==> config.mk <==
export PLATFORM = sky130hd
export DESIGN_NAME = lowest_fit_placement_search_unit_flat
export DESIGN_NICKNAME = d
export VERILOG_FILES = /design/src/rtl/lfps_pkg.sv /design/src/rtl/lfps_entry_if.sv /design/src/rtl/lfps_result_if.sv /design/src/rtl/lfps_cfg.sv /design/src/rtl/lowest_fit_placement_search_unit.sv /design/src/flat_wrapper.sv
export SDC_FILE = /design/constraint.sdc
export NUM_CORES = 1
export LEC_CHECK = 0
export BUFFER_PORTS_ARGS = -buffer_cell sky130_fd_sc_hd__buf_2
export CORE_AREA = 3 3 196 198
export DETAILED_ROUTE_END_ITERATION = 8
export DIE_AREA = 0 0 199 201
export MAX_ROUTING_LAYER = met4
export PLACE_DENSITY = 0.85
export SYNTH_ARGS = -nofsm -noshare
export SYNTH_HDL_FRONTEND = slang
export SYNTH_SLANG_ARGS = --single-unit
==> constraint.sdc <==
create_clock -name clk -period 22.9 [get_ports clk]
set_clock_uncertainty 0.15 [all_clocks]
set_input_delay 2.29 -clock clk [delete_from_list [all_inputs] [get_ports clk]]
set_output_delay 2.29 -clock clk [all_outputs]
set_load 0.02 [all_outputs]
==> src/rtl/lfps_pkg.sv <==
`timescale 1ns / 1ps

package lfps_pkg;

    // Width of every configuration register and of the write data bus.
    localparam int CFG_W = 32;
    // Width of start and minimum values: rounding a value below 2^32 + 2^20
    // up to a page of at most 2^20 bytes stays below 2^33.
    localparam int CALC_W = 33;

    typedef logic [1:0] cfg_index_t;

    localparam cfg_index_t CFG_MODULE_SIZE    = 2'd0;
    localparam cfg_index_t CFG_LOWEST_ADDRESS = 2'd1;
    localparam cfg_index_t CFG_ADDRESS_LIMIT  = 2'd2;

    localparam logic [CFG_W-1:0] LIMIT_RESET    = 32'hC000_0000;
    localparam logic [31:0]      KIND_AVAILABLE = 32'd1;

    typedef enum logic [1:0] {
        STATUS_FOUND     = 2'd0,
        STATUS_NO_FIT    = 2'd1,
        STATUS_TOO_LARGE = 2'd2
    } lfps_status_t;

    // Settings derived from the configuration registers, held ready for the
    // per-entry evaluation.
    typedef struct packed {
        logic [CFG_W-1:0]  rounded_size;
        logic              too_large;
        logic [CALC_W-1:0] minimum;
        logic [CFG_W-1:0]  limit;
    } lfps_cfg_t;

    // Add-and-mask round up; the caller truncates to the address width.
    function automatic logic [63:0] lfps_round(input logic [63:0] v,
                                              input logic [63:0] pm1);
        return (v + pm1) & ~pm1;
    endfunction

endpackage

==> src/rtl/lfps_entry_if.sv <==
`timescale 1ns / 1ps

interface lfps_entry_if;
    logic        valid;
    logic        ready;
    logic [63:0] entry_address;
    logic [63:0] entry_length;
    logic [31:0] entry_kind;
    logic        last_entry;

    modport source (
        output valid,
        output entry_address,
        output entry_length,
        output entry_kind,
        output last_entry,
        input  ready
    );

    modport sink (
        input  valid,
        input  entry_address,
        input  entry_length,
        input  entry_kind,
        input  last_entry,
        output ready
    );
endinterface

==> src/rtl/lfps_result_if.sv <==
`timescale 1ns / 1ps

interface lfps_result_if;
    logic        valid;
    logic        ready;
    logic [31:0] destination;
    logic [1:0]  status;

    modport source (
        output valid,
        output destination,
        output status,
        input  ready
    );

    modport sink (
        input  valid,
        input  destination,
        input  status,
        output ready
    );
endinterface

==> src/rtl/lfps_cfg.sv <==
`timescale 1ns / 1ps

module lfps_cfg #(
    parameter int PAGE_SIZE    = 4096,
    parameter int ADDRESS_BITS = 32
) (
    input  logic                            clk,
    input  logic                            rst_n,
    input  logic                            cfg_write_en,
    input  lfps_pkg::cfg_index_t            cfg_index,
    input  logic [lfps_pkg::CFG_W-1:0]      cfg_data,
    output lfps_pkg::lfps_cfg_t             cfg
);
    import lfps_pkg::*;

    localparam logic [63:0] PageMask = 64'(PAGE_SIZE - 1);
    localparam logic [63:0] AddrMask = {64{1'b1}} >> (64 - ADDRESS_BITS);
    localparam logic [CFG_W-1:0] SizeMax = CFG_W'(64'hFFFF_FFFF - PageMask);
    localparam logic [CALC_W-1:0] MinReset =
        CALC_W'(lfps_round(64'd1, PageMask) & AddrMask);

    lfps_cfg_t        cfg_reg;
    logic [63:0]      min_base;
    logic [CALC_W-1:0] min_new;
    logic [CFG_W-1:0] size_new;

    // Fold the rounding into the write so the datapath sees final values.
    always_comb
    begin
        min_base = ({32'd0, cfg_data} + 64'd1) & AddrMask;
        min_new  = CALC_W'(lfps_round(min_base, PageMask) & AddrMask);
        size_new = CFG_W'(lfps_round({32'd0, cfg_data}, PageMask));
    end

    always_ff @(posedge clk or negedge rst_n)
    begin
        if (!rst_n)
        begin
            cfg_reg.rounded_size <= '0;
            cfg_reg.too_large    <= 1'b0;
            cfg_reg.minimum      <= MinReset;
            cfg_reg.limit        <= LIMIT_RESET;
        end
        else if (cfg_write_en)
        begin
            unique case (cfg_index)
                CFG_MODULE_SIZE:
                begin
                    cfg_reg.rounded_size <= size_new;
                    cfg_reg.too_large    <= (cfg_data > SizeMax);
                end
                CFG_LOWEST_ADDRESS:
                begin
                    cfg_reg.minimum <= min_new;
                end
                CFG_ADDRESS_LIMIT:
                begin
                    cfg_reg.limit <= cfg_data;
                end
                default:
                begin
                    cfg_reg <= cfg_reg;
                end
            endcase
        end
    end

    assign cfg = cfg_reg;

endmodule

==> src/rtl/lowest_fit_placement_search_unit.sv <==
`timescale 1ns / 1ps

// Channel   Role   Beat payload                                            
// --------  -----  ------------------------------------------------------- 
// entry     sink   entry_address, entry_length, entry_kind, last_entry     
// result    source destination, status (one beat per last entry)          
// cfg_*     write  cfg_write_en, cfg_index, cfg_data (no read-back)        
//
// One entry beat is taken every cycle unless a last entry waits on a stalled
// result; fit check, running minimum and result formation sit in one stage
// between entry and result registers; a result loads as its last entry retires.
// Reset clears the running best, both valid flags and the configuration registers.
// A stalled result only holds back a last entry; other entries keep flowing.

module lowest_fit_placement_search_unit #(
    parameter int PAGE_SIZE    = 4096,
    parameter int ADDRESS_BITS = 32
) (
    input  logic                        clk,
    input  logic                        rst_n,
    lfps_entry_if.sink                  entry,
    lfps_result_if.source               result,
    input  logic                        cfg_write_en,
    input  lfps_pkg::cfg_index_t        cfg_index,
    input  logic [lfps_pkg::CFG_W-1:0]  cfg_data
);
    import lfps_pkg::*;

    localparam logic [63:0] PageMask = 64'(PAGE_SIZE - 1);
    localparam logic [63:0] AddrMask = {64{1'b1}} >> (64 - ADDRESS_BITS);

    lfps_cfg_t cfg;

    // Entry register.
    logic        stg_valid_reg;
    logic [63:0] stg_addr_reg;
    logic [63:0] stg_len_reg;
    logic [31:0] stg_kind_reg;
    logic        stg_last_reg;

    // Running best and result register.
    logic [31:0]  best_reg;
    logic [31:0]  best_next;
    logic         out_valid_reg;
    logic         out_valid_next;
    logic [31:0]  out_dest_reg;
    logic [31:0]  out_dest_next;
    lfps_status_t out_status_reg;
    lfps_status_t out_status_next;

    logic              retire;
    logic              usable;
    logic [64:0]       end_sum;
    logic [31:0]       end_addr;
    logic [CALC_W-1:0] start_raw;
    logic [CALC_W-1:0] start;
    logic [CALC_W-1:0] room;
    logic              fits;
    logic              take;
    logic [31:0]       best_upd;

    lfps_cfg #(
        .PAGE_SIZE    (PAGE_SIZE),
        .ADDRESS_BITS (ADDRESS_BITS)
    ) u_cfg (
        .clk          (clk),
        .rst_n        (rst_n),
        .cfg_write_en (cfg_write_en),
        .cfg_index    (cfg_index),
        .cfg_data     (cfg_data),
        .cfg          (cfg)
    );

    // Retire the held entry unless it is a last entry facing a full result
    // register that is not being drained this cycle.
    assign retire      = stg_valid_reg && (!stg_last_reg || !out_valid_reg || result.ready);
    assign entry.ready = !stg_valid_reg || retire;

    always_comb
    begin
        // Entry counts only if available and starting below the limit.
        usable = (stg_kind_reg == KIND_AVAILABLE) && (stg_addr_reg[63:32] == 32'd0)
                 && (stg_addr_reg[31:0] < cfg.limit);

        // Saturate the 64-bit end, then clamp to the limit.
        end_sum  = {1'b0, stg_addr_reg} + {1'b0, stg_len_reg};
        end_addr = (end_sum[64] || (end_sum[63:0] > {32'd0, cfg.limit}))
                   ? cfg.limit : end_sum[31:0];

        start_raw = ({1'b0, stg_addr_reg[31:0]} < cfg.minimum)
                    ? cfg.minimum : {1'b0, stg_addr_reg[31:0]};
        start     = CALC_W'(lfps_round(64'(start_raw), PageMask) & AddrMask);
        room      = {1'b0, end_addr} - start;
        fits      = (start <= {1'b0, end_addr}) && ({1'b0, cfg.rounded_size} <= room);

        take     = usable && fits
                   && ((best_reg == 32'd0) || (start[31:0] < best_reg));
        best_upd = take ? start[31:0] : best_reg;

        best_next = best_reg;
        if (retire)
        begin
            best_next = stg_last_reg ? 32'd0 : best_upd;
        end

        if (cfg.too_large)
        begin
            out_dest_next   = 32'd0;
            out_status_next = STATUS_TOO_LARGE;
        end
        else if (best_upd == 32'd0)
        begin
            out_dest_next   = 32'd0;
            out_status_next = STATUS_NO_FIT;
        end
        else
        begin
            out_dest_next   = best_upd;
            out_status_next = STATUS_FOUND;
        end

        // Load on a retiring last entry, drop once the beat is taken.
        if (retire && stg_last_reg)
        begin
            out_valid_next = 1'b1;
        end
        else if (result.ready)
        begin
            out_valid_next = 1'b0;
        end
        else
        begin
            out_valid_next = out_valid_reg;
        end
    end

    always_ff @(posedge clk or negedge rst_n)
    begin
        if (!rst_n)
        begin
            stg_valid_reg <= 1'b0;
            best_reg      <= '0;
            out_valid_reg <= 1'b0;
        end
        else
        begin
            if (entry.ready)
            begin
                stg_valid_reg <= entry.valid;
            end
            best_reg      <= best_next;
            out_valid_reg <= out_valid_next;
        end
    end

    // Payload registers carry no reset.
    always_ff @(posedge clk)
    begin
        if (entry.valid && entry.ready)
        begin
            stg_addr_reg <= entry.entry_address;
            stg_len_reg  <= entry.entry_length;
            stg_kind_reg <= entry.entry_kind;
            stg_last_reg <= entry.last_entry;
        end
        if (retire && stg_last_reg)
        begin
            out_dest_reg   <= out_dest_next;
            out_status_reg <= out_status_next;
        end
    end

    assign result.valid       = out_valid_reg;
    assign result.destination = out_dest_reg;
    assign result.status      = out_status_reg;

`ifndef SYNTHESIS
    a_best_cleared_after_last: assert property (@(posedge clk) disable iff (!rst_n)
        retire && stg_last_reg |=> best_reg == 32'd0)
        else $error("running best not cleared after last entry");

    a_result_from_last: assert property (@(posedge clk) disable iff (!rst_n)
        $rose(out_valid_reg) |-> $past(retire && stg_last_reg))
        else $error("result beat without a retired last entry");

    a_found_iff_nonzero: assert property (@(posedge clk) disable iff (!rst_n)
        out_valid_reg |-> ((out_status_reg == STATUS_FOUND) == (out_dest_reg != 32'd0)))
        else $error("status and destination disagree");

    a_plain_entry_flows: assert property (@(posedge clk) disable iff (!rst_n)
        stg_valid_reg && !stg_last_reg |-> entry.ready)
        else $error("non-last entry stalled the input");
`endif

endmodule

==> src/flat_wrapper.sv <==
// flat-port wrapper written by rule: the top's interface ports become plain ports
module lowest_fit_placement_search_unit_flat import lfps_pkg::*;
#(
    parameter int PAGE_SIZE    = 4096,
    parameter int ADDRESS_BITS = 32
)
  (clk, rst_n, cfg_write_en, cfg_index, cfg_data, entry_valid, entry_entry_address, entry_entry_length, entry_entry_kind, entry_last_entry, entry_ready, result_valid, result_destination, result_status, result_ready);
  lfps_entry_if entry_i ();
  lfps_result_if result_i ();
  input  logic clk;
  input  logic rst_n;
  input  logic cfg_write_en;
  input  lfps_pkg::cfg_index_t cfg_index;
  input  logic [lfps_pkg::CFG_W-1:0] cfg_data;
  input wire logic [$bits(entry_i.valid)-1:0] entry_valid;
  input wire logic [$bits(entry_i.entry_address)-1:0] entry_entry_address;
  input wire logic [$bits(entry_i.entry_length)-1:0] entry_entry_length;
  input wire logic [$bits(entry_i.entry_kind)-1:0] entry_entry_kind;
  input wire logic [$bits(entry_i.last_entry)-1:0] entry_last_entry;
  output wire logic [$bits(entry_i.ready)-1:0] entry_ready;
  output wire logic [$bits(result_i.valid)-1:0] result_valid;
  output wire logic [$bits(result_i.destination)-1:0] result_destination;
  output wire logic [$bits(result_i.status)-1:0] result_status;
  input wire logic [$bits(result_i.ready)-1:0] result_ready;
  assign entry_i.valid = entry_valid;
  assign entry_i.entry_address = entry_entry_address;
  assign entry_i.entry_length = entry_entry_length;
  assign entry_i.entry_kind = entry_entry_kind;
  assign entry_i.last_entry = entry_last_entry;
  assign entry_ready = entry_i.ready;
  assign result_valid = result_i.valid;
  assign result_destination = result_i.destination;
  assign result_status = result_i.status;
  assign result_i.ready = result_ready;
  lowest_fit_placement_search_unit #(.PAGE_SIZE(PAGE_SIZE), .ADDRESS_BITS(ADDRESS_BITS)) u_core (.clk(clk), .rst_n(rst_n), .entry(entry_i), .result(result_i), .cfg_write_en(cfg_write_en), .cfg_index(cfg_index), .cfg_data(cfg_data));
endmodule
==> out/summary.txt, run 1 <==
FF-to-FF setup slack -> 10.85 ns
PD cells -> 79.6 mW/mm2
placed cell areas -> 0.0221 mm2
Setup crit end -> u_core.result.destination[16]$_SDFFCE_PP0P_
Syn Nets -> 2,490
Synth cell types -> 79
P_sw -> 0.642 mW
die height -> 201 um
layout cell share with drive strength beyond 1 -> 16.6%
hpwl dp -> 49,600 um
Startpoint Class -> register
CTS Root Cell -> clkbuf_16
Nets -> 2,697
unrepaired setup endpoints after global routing -> no
Max Cap Violations -> 0
fin crit period -> 12.05 ns
maximum clock rate -> 83.0 MHz
asr flop ratio synth -> 35.4%
Yosys reg bits -> 302
first-pass GRT wire length -> 94,700 um
met1 global-route usage -> 37.0%
max reg flops -> 73
Seq/Total Area, Yosys -> 41.5%
initial antenna violation count -> 3
commonest non-fill, non-tap cells in the layout -> buf_2, ha_1, edfxtp_1
setup ws final -> 10.85 ns
cells after synthesis -> 2,081
Fin. Hold Viols -> 0
Clk network pwr share -> 29.3%
Site Rows -> 70
Setup-failing EPs final -> 0
CTS tree -> yes
critical path data required time -> 23.04 ns
drt drc -> 0
CP Depth -> 46
leakage -> 9.82 nW
post-CTS setup buffer count -> 0
CP peak stage delay -> 0.70 ns
Finished Cell Area -> 0.0232 mm2
Iteration-0 DRC Markers -> 1,377
GP Congestion -> 1.02
Comb power frac -> 34.7%
CP max stage cell -> or4_1
Max Slew Vio Count -> 0
pre-CTS WS -> 11.03 ns
Final ANT Viol Nets -> 0
met2 Use GR -> 51.7%
RR Startpoint -> u_core.stg_addr_reg[2]$_DFFE_PP_
CTS max path bufs -> 3
Sink Count -> 302
Final TNS setup -> 0 ns
Post-Place Cells -> 2,720
Die ar. -> 0.0400 mm2
DR WL/cell -> 22.3 um
Core ar. -> 0.0367 mm2
Via density -> 6.27
synthesized area -> 0.0206 mm2
Filler cells -> 2,979
CTS H-tree lvls -> 2
vias in the first global route -> 17,400
Crit Path Class -> reg -> reg
Worst Path Buf+Inv -> 2
final hold slack -> 0.334 ns
met3 Use GR -> 4.38%
switching share of total power -> 34.7%
status -> complete, no violations
clk_lat worst skew -> 0.55 ns
Top Ports -> 236
synth-to-layout area growth -> 12.9%
Clk pin slew, worst setup/hold paths -> 0.06 ns
Hold Crit Class -> reg -> reg
CP Max Fanout -> 33
Seq pwr share -> 36.0%
CTS resizes -> 0
gr busiest metal -> met2
worst r2r path cells -> 46
Least-Margin Pin Slew -> 1.02 ns
Via Count -> 17,500
All-Layer GR Usage -> 31.3%
Critical path origin -> u_core.stg_addr_reg[2]$_DFFE_PP_
Mean Syn Cell Area -> 9.88 um2
critical path endpoint category -> register
Initial Util -> 56.0%
number of enable flip-flop cells after synthesis -> 195
Cell Int Power -> 1.21 mW
Worst R2R End -> u_core.result.destination[16]$_SDFFCE_PP0P_
die width -> 199 um
Hold-fix buffers, CTS -> 0
Period Utilization, post-route -> 52.6%
Layout Cells excl Fill -> 2,784
most common cell after layout, fill and taps aside -> buf_2
top_reg_cell synth -> edfxtp_1
final core utilization -> 63.3%
Tot Pwr -> 1.85 mW
Synth warnings -> 0
I/O Buffers -> 235
Largest delay share family, worst path -> compound AO/OA/AOI/OAI gates
largest net degree at the start of global routing -> 82
Post-Route WL -> 62,000 um
CTS buffer count -> 34
TritonRoute pass-1 iters -> 6
Slew HR -> 31.3%
Worst VDD drop -> 0.0626 mV
WP data arrival -> 12.19 ns
total grt overflow -> 0
## power by group through the flow
stage	logic [mW]	registers (mW)	clock network [mW]
floorplan	0.436	0.668	0
global placement	0.612	0.673	0
detailed placement	0.624	0.675	0
CTS	0.629	0.665	0.553
global route	0.706	0.669	0.574
finish	0.640	0.666	0.542
## cell type report
type	instances	area, um2	share of cell area (%)
multi-input cells	1584	11300	48.5
clock inverters	14	131	0.566
inverters	117	439	1.89
clock buffers	46	970	4.18
flip-flops and latches	302	8540	36.8
diodes	4	10.0	0.0431
repair buffers	249	1280	5.53
well taps	468	586	2.52
## kinds of logic after synthesis
kind of cell    after synthesis  share of synthesized area, %
simple gates                658                          16.0
compound gates              487                          15.0
flops                       302                          41.5
fa+ha+maj                   209                          12.8
buf+inv                     195                          3.78
mux                         117                          6.11
xor+xnor                    113                          4.81
## worst register-to-register path, delay by kind of cell (launching register included)
family | cells | cell delay, ns
mux | 2 | 0.57
flops | 1 | 0.44
buf+inv | 2 | 0.68
fa+ha+maj | 5 | 1.66
xor+xnor | 2 | 0.26
compound gates | 20 | 4.06
simple gates | 15 | 4.00
## metal layers
metal	wire, um	part of all wire [%]
met5	0	0
met4	3970	6.4
met3	3850	6.2
met2	30100	48
met1	24100	39
## cell usage after synthesis (all sizes together), types with 28 or more instances
master | number | share of area [%]
clkbuf | 55 | 1.0
a21o | 55 | 2.0
mux2 | 69 | 3.8
xor2 | 54 | 2.3
nor3 | 37 | 0.92
inv | 117 | 2.1
xnor2 | 59 | 2.5
nand4 | 71 | 2.2
nand2 | 186 | 3.4
dfrtp | 104 | 13
nor2 | 144 | 2.6
a21oi | 171 | 4.2
o21ai | 112 | 2.7
nor4 | 43 | 1.3
nand3 | 47 | 1.1
mux2i | 48 | 2.3
ha | 207 | 13
nor3b | 28 | 1.0
edfxtp | 195 | 28
## worst min path at each step
stage / to / startpoint / cells after the start
finish: u_core.u_cfg.cfg[63]$_DFFE_PN0P_ / u_core.u_cfg.cfg[63]$_DFFE_PN0P_ / 2
global route: u_core.u_cfg.cfg[60]$_DFFE_PN0P_ / u_core.u_cfg.cfg[60]$_DFFE_PN0P_ / 2
CTS: u_core.u_cfg.cfg[63]$_DFFE_PN0P_ / u_core.u_cfg.cfg[63]$_DFFE_PN0P_ / 2
detailed placement: u_core.u_cfg.cfg[63]$_DFFE_PN0P_ / u_core.u_cfg.cfg[63]$_DFFE_PN0P_ / 2
global placement: u_core.u_cfg.cfg[63]$_DFFE_PN0P_ / u_core.u_cfg.cfg[63]$_DFFE_PN0P_ / 2
floorplan: u_core.result.status[1]$_SDFFCE_PP1P_ / u_core.u_cfg.cfg[65]$_DFFE_PN0P_ / 0
No activity file was read; power rests on OpenSTA's default activity.
==> run 2, diff against run 1 <==
- ABC_AREA: not set -> 1
- CORE_AREA: 3 3 196 198 -> 3 3 203 205
- DIE_AREA: 0 0 199 201 -> 0 0 206 208
- clock period: 22.9 -> 12.4 ns (I/O delays scaled with it)
==> run 2 against run 1 <==
Synthesized cell count increased by 41%. Cell count increased by 34%. Non-clock buffer count decreased by 7. First-iteration DRC count increased by 33%. Flip-flop and latch count unchanged. Synthesized area increased by 6.9%.
==> out/summary.txt, run 2 <==
Via density -> 5.45 (-13%)
most common cell after layout, fill and taps aside -> nand2_1
CTS resizes -> 0 (unchanged)
Mean Syn Cell Area -> 7.49 um2 (-24%)
Layout Cells excl Fill -> 3,719 (+34%)
Crit Path Class -> reg -> reg
Seq/Total Area, Yosys -> 38.8% (-2.7 points)
Max Slew Vio Count -> 0 (unchanged)
top_reg_cell synth -> edfxtp_1
All-Layer GR Usage -> 31.3% (-0.055 points)
number of enable flip-flop cells after synthesis -> 195 (unchanged)
max reg flops -> 73 (unchanged)
Hold-fix buffers, CTS -> 0 (unchanged)
die width -> 206 um (+3.5%)
Yosys top cell by area -> edfxtp_1
WP data arrival -> 10.26 ns (-1.93 ns)
TritonRoute pass-1 iters -> 6 (unchanged)
Largest delay share family, worst path -> simple AND/OR/NAND/NOR gates
Startpoint Class -> register
Fin. Hold Viols -> 0 (unchanged)
GP Congestion -> 1.08 (+5.8%)
top post-synthesis cells by area -> edfxtp_1, nand2_1, dfrtp_1, ha_1, inv_1
CTS buffer count -> 31 (-8.8%)
CTS Root Cell -> clkbuf_16
asr flop ratio synth -> 35.4% (unchanged)
Synth warnings -> 0 (unchanged)
Filler cells -> 3,547 (+19%)
RR Startpoint -> u_core.stg_addr_reg[0]$_DFFE_PP_
CP Max Fanout -> 36 (+9.1%)
CP Depth -> 52 (+13%)
worst r2r path cells -> 52 (+13%)
CTS max path bufs -> 3 (unchanged)
Max Cap Violations -> 0 (unchanged)
CTS tree -> yes
Sink Count -> 302 (unchanged)
Commonest cells post-synth -> nand2_1, inv_1, nor2_1
I/O Buffers -> 235 (unchanged)
commonest non-fill, non-tap cells in the layout -> nand2_1, inv_1, nor2_1
count leader, synth -> nand2_1
Hold Crit Class -> reg -> reg
synth-to-layout area growth -> 12.6%
Core ar. -> 0.0396 mm2 (+8.0%)
Via Count -> 20,300 (+16%)
CTS H-tree lvls -> 1 (-1)
total grt overflow -> 0 (unchanged)
CP max stage cell -> clkinv_1
Slew HR -> 24.1% (-7.3 points)
Worst Path Buf+Inv -> 2 (unchanged)
Worst VDD drop -> 0.131 mV (+110%)
largest net degree at the start of global routing -> 89 (+8.5%)
Top Ports -> 236 (unchanged)
Initial Util -> 55.4% (-0.60 points)
first-pass GRT wire length -> 103,000 um (+8.7%)
fin crit period -> 10.07 ns (-1.98 ns)
Syn Nets -> 3,343 (+34%)
post-CTS setup buffer count -> 0 (unchanged)
critical path endpoint category -> register
cells after synthesis -> 2,934 (+41%)
Clk pin slew, worst setup/hold paths -> 0.07 ns (about the same)
clk_lat worst skew -> 0.62 ns (+0.07 ns)
final core utilization -> 62.4% (-0.84 points)
hpwl dp -> 53,700 um (+8.1%)
maximum clock rate -> 99.3 MHz (+20%)
CP peak stage delay -> 0.69 ns (about the same)
layout cell share with drive strength beyond 1 -> 11.4% (-5.2 points)
Final TNS setup -> 0 ns (unchanged)
Yosys reg bits -> 302 (unchanged)
unrepaired setup endpoints after global routing -> no
Synth cell types -> 57 (-28%)
vias in the first global route -> 19,700 (+13%)
Die ar. -> 0.0428 mm2 (+7.1%)
synthesized area -> 0.0220 mm2 (+6.9%)
Post-Route WL -> 65,600 um (+5.8%)
die height -> 208 um (+3.5%)
DR WL/cell -> 17.6 um (-21%)
PD cells -> 135 mW/mm2 (+70%)
Setup-failing EPs final -> 0 (unchanged)
Critical path origin -> u_core.stg_addr_reg[0]$_DFFE_PP_
Final ANT Viol Nets -> 0 (unchanged)
Antenna Cells -> 0 (-4)
Period Utilization, post-route -> 81.2% (+29 points)
drt drc -> 0 (unchanged)
Setup crit end -> u_core.result.destination[16]$_SDFFCE_PP0P_
FF-to-FF setup slack -> 2.33 ns (-8.52 ns)
most used cell, CP -> nand2_1
critical path data required time -> 12.59 ns (-10.45 ns)
leakage -> 12.4 nW (+26%)
Least-Margin Pin Slew -> 1.13 ns (+0.117 ns)
Nets -> 3,582 (+33%)
initial antenna violation count -> 0 (-3)
final hold slack -> 0.345 ns (+0.0108 ns)
Worst R2R End -> u_core.result.destination[16]$_SDFFCE_PP0P_
Site Rows -> 73 (+4.3%)
Post-Place Cells -> 3,665 (+35%)
area share of the largest cell type after synthesis -> 26.6% (-1.8 points)
status -> complete, no violations
Iteration-0 DRC Markers -> 1,825 (+33%)
[run 2: cell count changes after synthesis, sizes merged, moves of 32 or more]
cell	previous run	this run
a21o	55	2
clkbuf	55	23
inv	117	507
mux2	69	0
mux2i	48	0
nand2	186	907
nand3	47	109
nand4	71	35
nor2	144	293
xnor2	59	16
[run 2: logic make-up after synthesis]
kind of cell | count (synthesis) | synth area share [%]
flip-flops | 302 | 38.8
adder cells (fa/ha/maj) | 209 | 12.0
buffers and inverters | 544 | 9.55
AO/OA/AOI/OAI | 349 | 8.67
XOR/XNOR | 87 | 3.47
AND/OR/NAND/NOR | 1443 | 27.5
[run 2: worst min-delay path by stage]
| stage | from | endpoint | slack, ns | cells past startpoint |
|---|---|---|---|---|
| floorplan | u_core.u_cfg.cfg[12]$_DFFE_PN0P_ | u_core.u_cfg.cfg[12]$_DFFE_PN0P_ | 0.30 | 2 |
| global placement | u_core.u_cfg.cfg[58]$_DFFE_PN0P_ | u_core.u_cfg.cfg[58]$_DFFE_PN0P_ | 0.32 | 2 |
| detailed placement | u_core.u_cfg.cfg[48]$_DFFE_PN0P_ | u_core.u_cfg.cfg[48]$_DFFE_PN0P_ | 0.33 | 2 |
| CTS | u_core.u_cfg.cfg[12]$_DFFE_PN0P_ | u_core.u_cfg.cfg[12]$_DFFE_PN0P_ | 0.34 | 2 |
| global route | u_core.u_cfg.cfg[31]$_DFFE_PN1P_ | u_core.u_cfg.cfg[31]$_DFFE_PN1P_ | 0.36 | 2 |
| finish | u_core.u_cfg.cfg[31]$_DFFE_PN1P_ | u_core.u_cfg.cfg[31]$_DFFE_PN1P_ | 0.34 | 2 |
[run 2: layout make-up]
class                           instances  area [um2]  share of cell area [%]
Multi-Input combinational cell       2088       11400                    45.9
Tap cell                              525         657                    2.65
Clock inverter                         14         153                   0.617
Sequential cell                       302        8540                    34.5
Timing Repair Buffer                  242        1230                    4.97
Clock buffer                           40         905                    3.66
Inverter                              508        1910                    7.73
[run 2: tightest hold or removal path: cells and delay by family, from the launching register on]
kind	cells	cell delay [ns]
compound gates	1	0.07
simple gates	1	0.05
flops	1	0.37
[run 2: report_power, final]
group	switching [mW]	leakage [nW]	internal [mW]	total (mW)
registers	0.0515	3.24	1.16	1.21
clock network	0.411	0.513	0.558	0.969
logic	0.759	8.60	0.411	1.17
total	1.22	12.4	2.13	3.35
[run 2: through the flow]
step	total power, mW	instance area (um2)	setup WS (ns)
finish	3.35	24800	2.33
global route	3.56	24800	1.38
CTS	3.34	24800	2.49
detailed placement	2.37	23700	2.65
global placement	2.34	23700	2.86
floorplan	2.03	22000	4.55
[run 2: routing by layer]
layer / GRT usage, % / wire, um / vias up
met5: - / 0 / -
met4: 12.3 / 3350 / 0
met3: 3.90 / 4870 / 191
met2: 51.9 / 31100 / 860
met1: 39.0 / 26300 / 9227
li1: - / - / 9972
